--- src/rtl/jtt_pkg.sv ---
// Shared codes and field widths for the deferred job timer table.
`timescale 1ns / 1ps
`default_nettype none

package jtt_pkg;

    localparam int KIND_W  = 2;
    localparam int DELAY_W = 40;
    localparam int TAG_W   = 16;
    localparam int STEP_W  = 20;
    localparam int STAT_W  = 2;
    localparam int PEND_W  = 5;

    localparam logic [STEP_W-1:0] STEP_RESET = 20'd1000;

    localparam logic [KIND_W-1:0] KIND_TICK  = 2'd0;
    localparam logic [KIND_W-1:0] KIND_SCHED = 2'd1;
    localparam logic [KIND_W-1:0] KIND_FIRE  = 2'd2;

    localparam logic [STAT_W-1:0] ST_OK   = 2'd0;
    localparam logic [STAT_W-1:0] ST_NONE = 2'd1;
    localparam logic [STAT_W-1:0] ST_FULL = 2'd2;

endpackage

`default_nettype wire

--- src/rtl/deferred_job_timer_table.sv ---
// Top level of the deferred job timer table: time counter, job count and scan sequencer.
//
// Usage: an item is taken at a rising edge with start high and busy low; i_kind selects
// tick (advance time by the tick step), schedule (append i_job_tag with i_delay_ns and the
// current time) or fire (remove the oldest due job and return its tag). Every item yields
// exactly one result, shown for one cycle with o_valid high, carrying o_status, o_due_tag
// and o_pending_count. The receiver cannot stall; results are never held.
// Tick, schedule, unused kinds and a fire on an empty table give the result in the cycle
// after the item and keep busy low, so such items may follow every cycle.
// A fire on a table holding N jobs scans entries one per cycle through the job store's
// registered read port up to the first due job, then moves later entries down one per
// cycle; busy stays high meanwhile, and the result is shown in the cycle busy returns low.
// The single read port of the job store is why a fire visits one entry at a time.
// Write the tick step register via i_cfg_we / i_cfg_wdata only while idle; not enforced.
// Reset clears the time, the job count, the sequencer and sets the tick step to 1000 ns;
// the job store needs no clearing, as only entries below the job count are read.
`timescale 1ns / 1ps
`default_nettype none

module deferred_job_timer_table #(
    parameter int TABLE_DEPTH = 16,
    parameter int TIME_WIDTH  = 48
) (
    input  wire logic                         i_clk,
    input  wire logic                         i_rst_n,
    input  wire logic                         i_cfg_we,
    input  wire logic [jtt_pkg::STEP_W-1:0]   i_cfg_wdata,
    input  wire logic                         start,
    output logic                              busy,
    input  wire logic [jtt_pkg::KIND_W-1:0]   i_kind,
    input  wire logic [jtt_pkg::DELAY_W-1:0]  i_delay_ns,
    input  wire logic [jtt_pkg::TAG_W-1:0]    i_job_tag,
    output logic                              o_valid,
    output logic      [jtt_pkg::STAT_W-1:0]   o_status,
    output logic      [jtt_pkg::TAG_W-1:0]    o_due_tag,
    output logic      [jtt_pkg::PEND_W-1:0]   o_pending_count
);

    localparam int AW    = $clog2(TABLE_DEPTH);
    localparam int CW    = $clog2(TABLE_DEPTH + 1);
    localparam int PW    = jtt_pkg::PEND_W;
    localparam int DW    = jtt_pkg::DELAY_W;
    localparam int CMP_W = (TIME_WIDTH > DW) ? TIME_WIDTH : DW;
    localparam logic [CW-1:0] FULL_COUNT = CW'(TABLE_DEPTH);

    localparam logic [1:0] S_IDLE  = 2'd0;
    localparam logic [1:0] S_SCAN  = 2'd1;
    localparam logic [1:0] S_SHIFT = 2'd2;

    logic [1:0]                  r_state, n_state;
    logic [jtt_pkg::STEP_W-1:0]  r_step;
    logic [TIME_WIDTH-1:0]       r_time, n_time;
    logic [CW-1:0]               r_count, n_count;
    logic [CW-1:0]               r_idx, n_idx;
    logic                        r_valid, n_valid;
    logic [jtt_pkg::STAT_W-1:0]  r_status, n_status;
    logic [jtt_pkg::TAG_W-1:0]   r_tag, n_tag;
    logic [PW-1:0]               r_pend, n_pend;

    logic                        mem_we;
    logic [AW-1:0]               mem_waddr;
    logic [TIME_WIDTH-1:0]       mem_wstart;
    logic [DW-1:0]               mem_wdelay;
    logic [jtt_pkg::TAG_W-1:0]   mem_wtag;
    logic [AW-1:0]               mem_raddr;
    logic [TIME_WIDTH-1:0]       rd_start;
    logic [DW-1:0]               rd_delay;
    logic [jtt_pkg::TAG_W-1:0]   rd_tag;

    logic [CW-1:0]               idx_next;
    logic [TIME_WIDTH-1:0]       elapsed;
    logic                        is_due;
    logic                        is_last;
    logic [CW-1:0]               count_dec;

    jtt_mem #(
        .DEPTH  (TABLE_DEPTH),
        .TIME_W (TIME_WIDTH)
    ) u_mem (
        .i_clk    (i_clk),
        .i_we     (mem_we),
        .i_waddr  (mem_waddr),
        .i_wstart (mem_wstart),
        .i_wdelay (mem_wdelay),
        .i_wtag   (mem_wtag),
        .i_raddr  (mem_raddr),
        .o_rstart (rd_start),
        .o_rdelay (rd_delay),
        .o_rtag   (rd_tag)
    );

    assign idx_next  = r_idx + CW'(1);
    assign elapsed   = r_time - rd_start;
    assign is_due    = CMP_W'(elapsed) >= CMP_W'(rd_delay);
    assign is_last   = (idx_next == r_count);
    assign count_dec = r_count - CW'(1);

    always_comb begin
        n_state    = r_state;
        n_time     = r_time;
        n_count    = r_count;
        n_idx      = r_idx;
        n_valid    = 1'b0;
        n_status   = r_status;
        n_tag      = r_tag;
        n_pend     = r_pend;
        mem_we     = 1'b0;
        mem_waddr  = AW'(r_idx - CW'(1));
        mem_wstart = rd_start;
        mem_wdelay = rd_delay;
        mem_wtag   = rd_tag;
        mem_raddr  = AW'(idx_next);

        unique case (r_state)
            S_IDLE: begin
                mem_raddr = '0;
                if (start) begin
                    n_valid  = 1'b1;
                    n_status = jtt_pkg::ST_OK;
                    n_tag    = '0;
                    n_pend   = PW'(r_count);
                    case (i_kind)
                        jtt_pkg::KIND_TICK: begin
                            n_time = r_time + TIME_WIDTH'(r_step);
                        end
                        jtt_pkg::KIND_SCHED: begin
                            if (r_count == FULL_COUNT) begin
                                n_status = jtt_pkg::ST_FULL;
                            end else begin
                                mem_we     = 1'b1;
                                mem_waddr  = AW'(r_count);
                                mem_wstart = r_time;
                                mem_wdelay = i_delay_ns;
                                mem_wtag   = i_job_tag;
                                n_count    = r_count + CW'(1);
                                n_pend     = PW'(r_count + CW'(1));
                            end
                        end
                        jtt_pkg::KIND_FIRE: begin
                            if (r_count == '0) begin
                                n_status = jtt_pkg::ST_NONE;
                            end else begin
                                n_valid = 1'b0;
                                n_state = S_SCAN;
                                n_idx   = '0;
                            end
                        end
                        default: begin
                        end
                    endcase
                end
            end
            S_SCAN: begin
                if (is_due) begin
                    n_tag = rd_tag;
                    if (is_last) begin
                        n_valid  = 1'b1;
                        n_status = jtt_pkg::ST_OK;
                        n_count  = count_dec;
                        n_pend   = PW'(count_dec);
                        n_state  = S_IDLE;
                    end else begin
                        n_idx   = idx_next;
                        n_state = S_SHIFT;
                    end
                end else if (is_last) begin
                    n_valid  = 1'b1;
                    n_status = jtt_pkg::ST_NONE;
                    n_tag    = '0;
                    n_pend   = PW'(r_count);
                    n_state  = S_IDLE;
                end else begin
                    n_idx = idx_next;
                end
            end
            S_SHIFT: begin
                mem_we = 1'b1;
                if (is_last) begin
                    n_valid  = 1'b1;
                    n_status = jtt_pkg::ST_OK;
                    n_count  = count_dec;
                    n_pend   = PW'(count_dec);
                    n_state  = S_IDLE;
                end else begin
                    n_idx = idx_next;
                end
            end
            default: begin
                n_state = S_IDLE;
            end
        endcase
    end

    always_ff @(posedge i_clk) begin
        if (!i_rst_n) begin
            r_state <= S_IDLE;
            r_step  <= jtt_pkg::STEP_RESET;
            r_time  <= '0;
            r_count <= '0;
            r_idx   <= '0;
            r_valid <= 1'b0;
        end else begin
            r_state <= n_state;
            r_time  <= n_time;
            r_count <= n_count;
            r_idx   <= n_idx;
            r_valid <= n_valid;
            if (i_cfg_we) begin
                r_step <= i_cfg_wdata;
            end
        end
    end

    always_ff @(posedge i_clk) begin
        r_status <= n_status;
        r_tag    <= n_tag;
        r_pend   <= n_pend;
    end

    assign busy            = (r_state != S_IDLE);
    assign o_valid         = r_valid;
    assign o_status        = r_status;
    assign o_due_tag       = r_tag;
    assign o_pending_count = r_pend;

endmodule

`default_nettype wire

--- src/rtl/jtt_mem.sv ---
// Job store: start time, delay and tag per entry, one write and one registered read port.
`timescale 1ns / 1ps
`default_nettype none

module jtt_mem #(
    parameter int DEPTH  = 16,
    parameter int TIME_W = 48
) (
    input  wire logic                          i_clk,
    input  wire logic                          i_we,
    input  wire logic [$clog2(DEPTH)-1:0]      i_waddr,
    input  wire logic [TIME_W-1:0]             i_wstart,
    input  wire logic [jtt_pkg::DELAY_W-1:0]   i_wdelay,
    input  wire logic [jtt_pkg::TAG_W-1:0]     i_wtag,
    input  wire logic [$clog2(DEPTH)-1:0]      i_raddr,
    output logic      [TIME_W-1:0]             o_rstart,
    output logic      [jtt_pkg::DELAY_W-1:0]   o_rdelay,
    output logic      [jtt_pkg::TAG_W-1:0]     o_rtag
);

    logic [TIME_W-1:0]           r_start [DEPTH];
    logic [jtt_pkg::DELAY_W-1:0] r_delay [DEPTH];
    logic [jtt_pkg::TAG_W-1:0]   r_tag   [DEPTH];

    always_ff @(posedge i_clk) begin
        if (i_we) begin
            r_start[i_waddr] <= i_wstart;
            r_delay[i_waddr] <= i_wdelay;
            r_tag[i_waddr]   <= i_wtag;
        end
    end

    always_ff @(posedge i_clk) begin
        o_rstart <= r_start[i_raddr];
        o_rdelay <= r_delay[i_raddr];
        o_rtag   <= r_tag[i_raddr];
    end

endmodule

`default_nettype wire

--- config.mk ---
export PLATFORM = sky130hd
export DESIGN_NAME = deferred_job_timer_table
export DESIGN_NICKNAME = d
export VERILOG_FILES = /design/src/rtl/jtt_pkg.sv /design/src/rtl/deferred_job_timer_table.sv /design/src/rtl/jtt_mem.sv
export SDC_FILE = /design/constraint.sdc
export NUM_CORES = 2
export LEC_CHECK = 0
export BUFFER_PORTS_ARGS = -buffer_cell sky130_fd_sc_hd__buf_2
export CAP_MARGIN = 0
export CORE_MARGIN = 4
export CORE_UTILIZATION = 55
export DETAILED_ROUTE_END_ITERATION = 10
export HOLD_SLACK_MARGIN = 0.02
export PLACE_DENSITY = 0.71
export SYNTH_ARGS = -nofsm -noshare
export SYNTH_HDL_FRONTEND = slang
export SYNTH_HIERARCHICAL = 1
export SYNTH_SLANG_ARGS = --single-unit
export TNS_END_PERCENT = 30
--- constraint.sdc ---
create_clock -name i_clk -period 21.7 [get_ports i_clk]
set_clock_uncertainty 0.2 [all_clocks]
set_input_delay 0 -clock i_clk [delete_from_list [all_inputs] [get_ports i_clk]]
set_output_delay 0 -clock i_clk [all_outputs]
set_load 0.005 [all_outputs]
Word level (Yosys, flattened, before mapping)
Memories as Yosys holds them, arrays and structs flattened. A register that Yosys moved wholly into a read port is not among the register bits.
Index checks and enable logic that the tools add are counted.
- word-level logic and storage cells: 107
- input port bits: 82
- flip-flop bits (word level): 104
- memories: 3
- output and inout bits: 25
- RAM bits: 1664
- equal/unequal tests: 12
- order comparisons: 1
- $add $sub $neg: 6
- reduce and logical (&&, ||, !) cells: 14
- mux-type cells: 62
- memories (memory ; depth ; width ; rd ports ; clocked after memory_dff ; wr ports ; line ; source):
    u_mem.r_start ; 16 ; 48 ; 1 ; 1 ; 1 ; jtt_mem.sv:21 ; logic [TIME_W-1:0] r_start [DEPTH];
    u_mem.r_delay ; 16 ; 40 ; 1 ; 1 ; 1 ; jtt_mem.sv:22 ; logic [jtt_pkg::DELAY_W-1:0] r_delay [DEPTH];
    u_mem.r_tag ; 16 ; 16 ; 1 ; 1 ; 1 ; jtt_mem.sv:23 ; logic [jtt_pkg::TAG_W-1:0] r_tag [DEPTH];
- operator list (cell ; count):
    48-bit two-way mux ; 4
    40-bit two-way mux ; 4
    16-bit two-way mux ; 7
    5-bit two-way mux ; 12
    48-bit by 20-bit adder with 48-bit output ; 1
    48-bit by 40-bit greater-or-equal comparator with 1-bit output ; 1
    48-bit subtractor ; 1
    16-bit case mux with 2 select lines ; 1
    5-bit case mux with 3 select lines ; 2
    2-bit two-way mux ; 11
    4-bit two-way mux ; 5
    3-bit AND reduction ; 5
    2-bit case mux with 3 select lines ; 2
    5-bit by 1-bit adder with 5-bit output, second input constant ; 2
    1-bit two-way mux ; 10
    5-bit case mux with 2 select lines ; 1
    2-bit != test, second input constant ; 4
    2-bit nonzero test ; 3
    5-bit equality test ; 1
    5-bit equality test, second input constant ; 1
    5-bit logical NOT ; 1
    5-bit AND reduction ; 1
    5-bit by 1-bit subtractor with 5-bit output, second input constant ; 1
    2-bit by 1-bit equality test with 1-bit output, second input constant ; 2
    9 further kinds ; 12

Logic depth before layout (Yosys ltp)
- word-level depth: 7
- depth in mapped cells: 26
- depth with buffers taken out: 25

Hierarchy
The synthesis kept the hierarchy.
- modules (own cells, without submodules) (module ; area each (um^2) ; cells each ; seq. area each (um^2) ; times used):
    jtt_mem ; 64255.4 ; 2662 ; 52049.9 ; 1
    deferred_job_timer_table ; 10821.6 ; 1529 ; 2312.2 ; 1

Worst setup path after synthesis
No wires, ideal clock.
- kind: register -> register
- start point: register r_count[0]
- end point: memory u_mem/r_delay[0][0] (netlist name) (enable)
- cell stages (with the launch flop): 13
- data required time: 20806 ps
- setup slack: 10840 ps
- path buffers: 3
- arrival time: 9966 ps
- period minus slack after synthesis: 10860 ps
- setup time: 694 ps
- cells stage by stage: dfxtp_1 -> clkbuf_1 -> inv_1 -> ha_1 -> nor3b_1 -> nand2_1 -> nand2_1 -> nor2_1 -> clkbuf_1 -> clkbuf_1 -> o22ai_1 -> or3b_2 -> nor3_1
- elaborated cells on any way between the ends: 11
- classes of those cells: eq/ne (1); mux (10)
- RTL lines (element ; line ; source):
    start: declaration ; deferred_job_timer_table.sv:53 ; logic [CW-1:0] r_count, n_count;
    start signal: assignment ; deferred_job_timer_table.sv:205 ; r_count <= n_count;
    5-bit equality test ; deferred_job_timer_table.sv:127 ; if (r_count == FULL_COUNT) begin
    4-bit two-way mux ; deferred_job_timer_table.sv:127 ;
    4-bit two-way mux ; deferred_job_timer_table.sv:122 ; case (i_kind)
    4-bit two-way mux ; deferred_job_timer_table.sv:117 ; if (start) begin
    4-bit two-way mux ; deferred_job_timer_table.sv:114 ; unique case (r_state)
    net mem_waddr[2] ; deferred_job_timer_table.sv:61 ; logic [AW-1:0] mem_waddr;
    end: declaration ; jtt_mem.sv:22 ;
The timed path passes the listed nets, and every way through them passes these cells.

Worst setup path in the final report
- start point: register r_time[2]
- end point: register r_pend[4] (netlist: o_pending_count[4]) (enable)
- word-level cells in the longest chain between the ends: 4
- RTL lines (element ; line ; source):
    start: declaration ; deferred_job_timer_table.sv:52 ; logic [TIME_WIDTH-1:0] r_time, n_time;
    start signal: assignment ; deferred_job_timer_table.sv:204 ; r_time <= n_time;
    48-bit subtractor ; deferred_job_timer_table.sv:93 ; assign elapsed = r_time - rd_start;
    48-bit by 40-bit greater-or-equal comparator with 1-bit output ; deferred_job_timer_table.sv:94 ; assign is_due = CMP_W'(elapsed) >= CMP_W'(rd_delay);
    3-bit != test (no source line) ; n/a ;
    3-bit AND reduction (no source line) ; n/a ;
    end signal: assignment ; deferred_job_timer_table.sv:217 ; r_pend <= n_pend;
    end: declaration ; deferred_job_timer_table.sv:58 ; logic [PW-1:0] r_pend, n_pend;
Every way passes these cells.
A chain may end at the register's enable or synchronous reset.

==> flow_summary.yaml <==
synthesis:
  async_flop_share: 0
  yosysWarningCount: 6
  yosys-top-cells-area: "edfxtp_1 (67%), mux4_2 (12%), dfxtp_1 (4.9%), a22oi_1 (2.1%), ha_1 (2.0%)"
  synth_cells: 4191
  synth_edf_count: 1687
  ys_ff_latch: 1872
  synthXorXnorAreaFrac: 0.01050
  synth-seq-area-share: 0.7241
  synth_cell_types: 74
  avgSynthCellArea_sq_um: 17.91
  synth_compound_area_frac: 0.05596
  synth.area.mux_share: 0.1287
  syn_area_sq_mm: 0.07508
  yosys.area_share.simple: 0.04075
  synthesis.nets: 4393
  synth_top_family_by_area: "multiplexers"
  synth_top_area_frac: 0.6748
  yosysMostFrequentCell: "edfxtp_1"
  synthTopCellsByCount: "edfxtp_1 (1,687), mux4_2 (416), nand2_1 (377), a22oi_1 (209), dfxtp_1 (185)"
  yosysTopAreaCell: "edfxtp_1"
  yosys.area_share.adder: 0.02020
  dominantRegCellSynth: "edfxtp_1"
clock_tree:
  cts_tree: "done"
  clk_pin_slew_worst_paths_ns: 0.06
  clk_latency_ns: 0.78
  htree_levels: 4
  cts_max_path_buffers: 3
  clock_sinks: 1872
  root_buffer: "clkbuf_16"
  cts_resized: 0
  numCtsBuffers: 178
final_layout:
  nets: 4754
  final_layout_size_suffix_gt1_frac: 0.2101
  num-fill-cells: 9244
  synthToLayoutAreaGrowth_pct: 13.88
  fin_util: 0.6311
floorplan:
  core.rowCount: 135
  core_sq_mm: 0.1355
  die_w_um: 377.5
  ios: 107
  dieArea_sq_mm: 0.1425
  start_util: 0.5542
  dieHeight_um: 377.5
global_route:
  grt-ovfl-total: 0
  grt_use_total: 0.2617
  grt_max_degree: 142
  grt_pass1_vias: 41090
  antenna_found_initial: 5
  grt_pass1_wl_mm: 272.6
detailed_routing:
  drt-wirelength-per-cell_um: 28.40
  detail-route-antenna-nets: 0
  vias: 40910
  dr.pass1.iters: 8
  wl_mm: 184.2
  first_iter_violations: 4529
  avgViaCountPerCell: 6.309
  drc: 0
outcome:
  outcome: "complete, no violations"
sta:
  min_period_ns: 6.453
  relSlewSlack: 0.1406
  tightest_slew_ns: 1.280
  finalMaxSlewViolations: 0
  max_freq_ghz: 0.1550
  finalSetupViolCount: 0
  setup-tns-final_ns: 0
  fin_crit_sh: 0.2974
  finalHoldViolCount: 0
  hold_slack_ns: 0.07095
  rsz0062_at_grt: "false"
critical_path:
  worstSetupPathType: "reg2reg"
  end_kind: "flop"
  start_kind: "flop"
  critical_path_required_ns: 21.96
  cp_max_fo: 11
  arrival_ns: 6.72
run:
  max-cap-violations: 0
placement:
  io_buffers: 106
  gp_congestion: 0.9078
  hpwl_mm: 100.7
power:
  vdd_drop_max_mv: 0.08999
  p_leak_nw: 28.18
  power_density_mw_per_mm2: 101.9
min_path:
  min_path_type: "in2reg"
[state kept, by name, indices dropped and copies added (netlist names)]
signal	count
u_mem/o_rstart	48
u_mem/r_delay	640
u_mem/o_rdelay	40
r_step	20
o_status	2
r_count	5
o_due_tag	16
u_mem/o_rtag	16
o_pending_count	5
u_mem/r_start	768
r_state	2
r_time	48
r_idx	5
u_mem/r_tag	256
o_valid	1
[cell type report]
class | instances | area, sq um | share of cell area
flip-flops and latches | 1872 | 54360 | 0.6358
multi-input cells | 1988 | 19410 | 0.2271
clock buffers | 249 | 5081 | 0.05943
repair buffers | 390 | 3075 | 0.03597
well taps | 1781 | 2228 | 0.02606
clock inverters | 82 | 877.1 | 0.01026
inverters | 122 | 457.9 | 0.005356
diodes | 1 | 2.502 | 0.00002927
[critical path, cell delays in order, from the launching register on]
cell,delay [ns]
dfxtp_1,0.34
ha_1,0.38
o211ai_1,0.20
a21oi_1,0.10
or3b_2,0.49
a21oi_2,0.32
a211o_1,0.20
o21a_1,0.11
o21ai_0,0.20
a31oi_1,0.37
nor2_1,0.08
nor2_1,0.12
xnor2_1,0.13
ha_1,0.26
a21o_1,0.18
a21o_1,0.17
a211oi_1,0.22
o21ai_0,0.13
o211ai_1,0.13
o2111a_1,0.21
o21ai_0,0.13
a211oi_2,0.37
nand3_2,0.36
nor2_1,0.39
a21oi_1,0.32
[report_power, final]
part           internal [mW]  switching [mW]
combinational          0.448           0.767
clock                   1.82            1.31
sequential              4.30          0.0660
total                   6.57            2.14
[placed cells by master (no fill, tap or decap), types with 16 or more instances in the layout]
cell	netlist	routed
clkbuf_16	0	186
nand3_1	38	37
dfxtp_1	185	185
o211ai_1	16	16
o21a_1	16	16
o21ai_0	163	151
xor2_1	41	41
nor3_1	29	25
inv_1	121	121
nand4_1	34	34
dlygate4sd3_1	0	135
a21oi_1	112	111
nand2_1	377	377
clkinv_2	0	32
xnor2_1	49	49
mux4_2	416	416
edfxtp_1	1687	1687
clkbuf_1	138	44
buf_2	36	106
buf_4	4	143
nor2_1	122	107
ha_1	118	118
clkinv_1	0	17
clkbuf_8	0	19
and2_1	21	20
mux2i_1	29	29
a22oi_1	209	209
a21o_1	27	27
[worst paths after layout]
check	end	startpoint	cells past startpoint	slack (ns)
worst max-delay path	o_pending_count[4]	r_time[2]	24	15.25
worst min-delay path	u_mem/r_delay[14][27]	i_delay_ns[27]	5	0.07
worst max register to register	o_pending_count[4]	r_time[2]	24	15.25
worst min register to register	r_time[0]	r_time[0]	2	0.29
[repair_timing]
item	4_1_cts	5_1_grt
hold buffers	135	0
hold endpoints to repair	981	0
setup buffers	0	0
[per-stage QoR]
step	power, mW	worst slack, ns	instance area, sq um	instances
2_1_floorplan	5.218	10.84	75080	4191
3_3_place_gp	5.611	15.43	78190	6018
3_5_place_dp	5.637	15.35	78190	6018
4_1_cts	8.762	15.31	85490	6484
5_1_grt	9.042	14.82	85490	6484
6_report	8.712	15.25	85500	6485
[kinds of logic (layout without fill, tap and decap cells)]
family          Yosys count  after routing
compound gates          637            637
fa+ha+maj               120            120
buf+inv                 331            843
flops                  1872           1872
xor+xnor                 90             90
mux                     445            445
other cells               0              1
simple gates            696            696
[per-layer routing]
| metal | GRT usage | vias up | share of wire |
|---|---|---|---|
| met3 | 0.05237 | 287 | 0.085 |
| li1 | - | 17490 | - |
| met2 | 0.4234 | 1905 | 0.49 |
| met1 | 0.3647 | 21230 | 0.39 |
| met4 | 0.08113 | 6 | 0.031 |
| met5 | 0 | - | 0.00021 |
(Power assumes the default switching activity.)
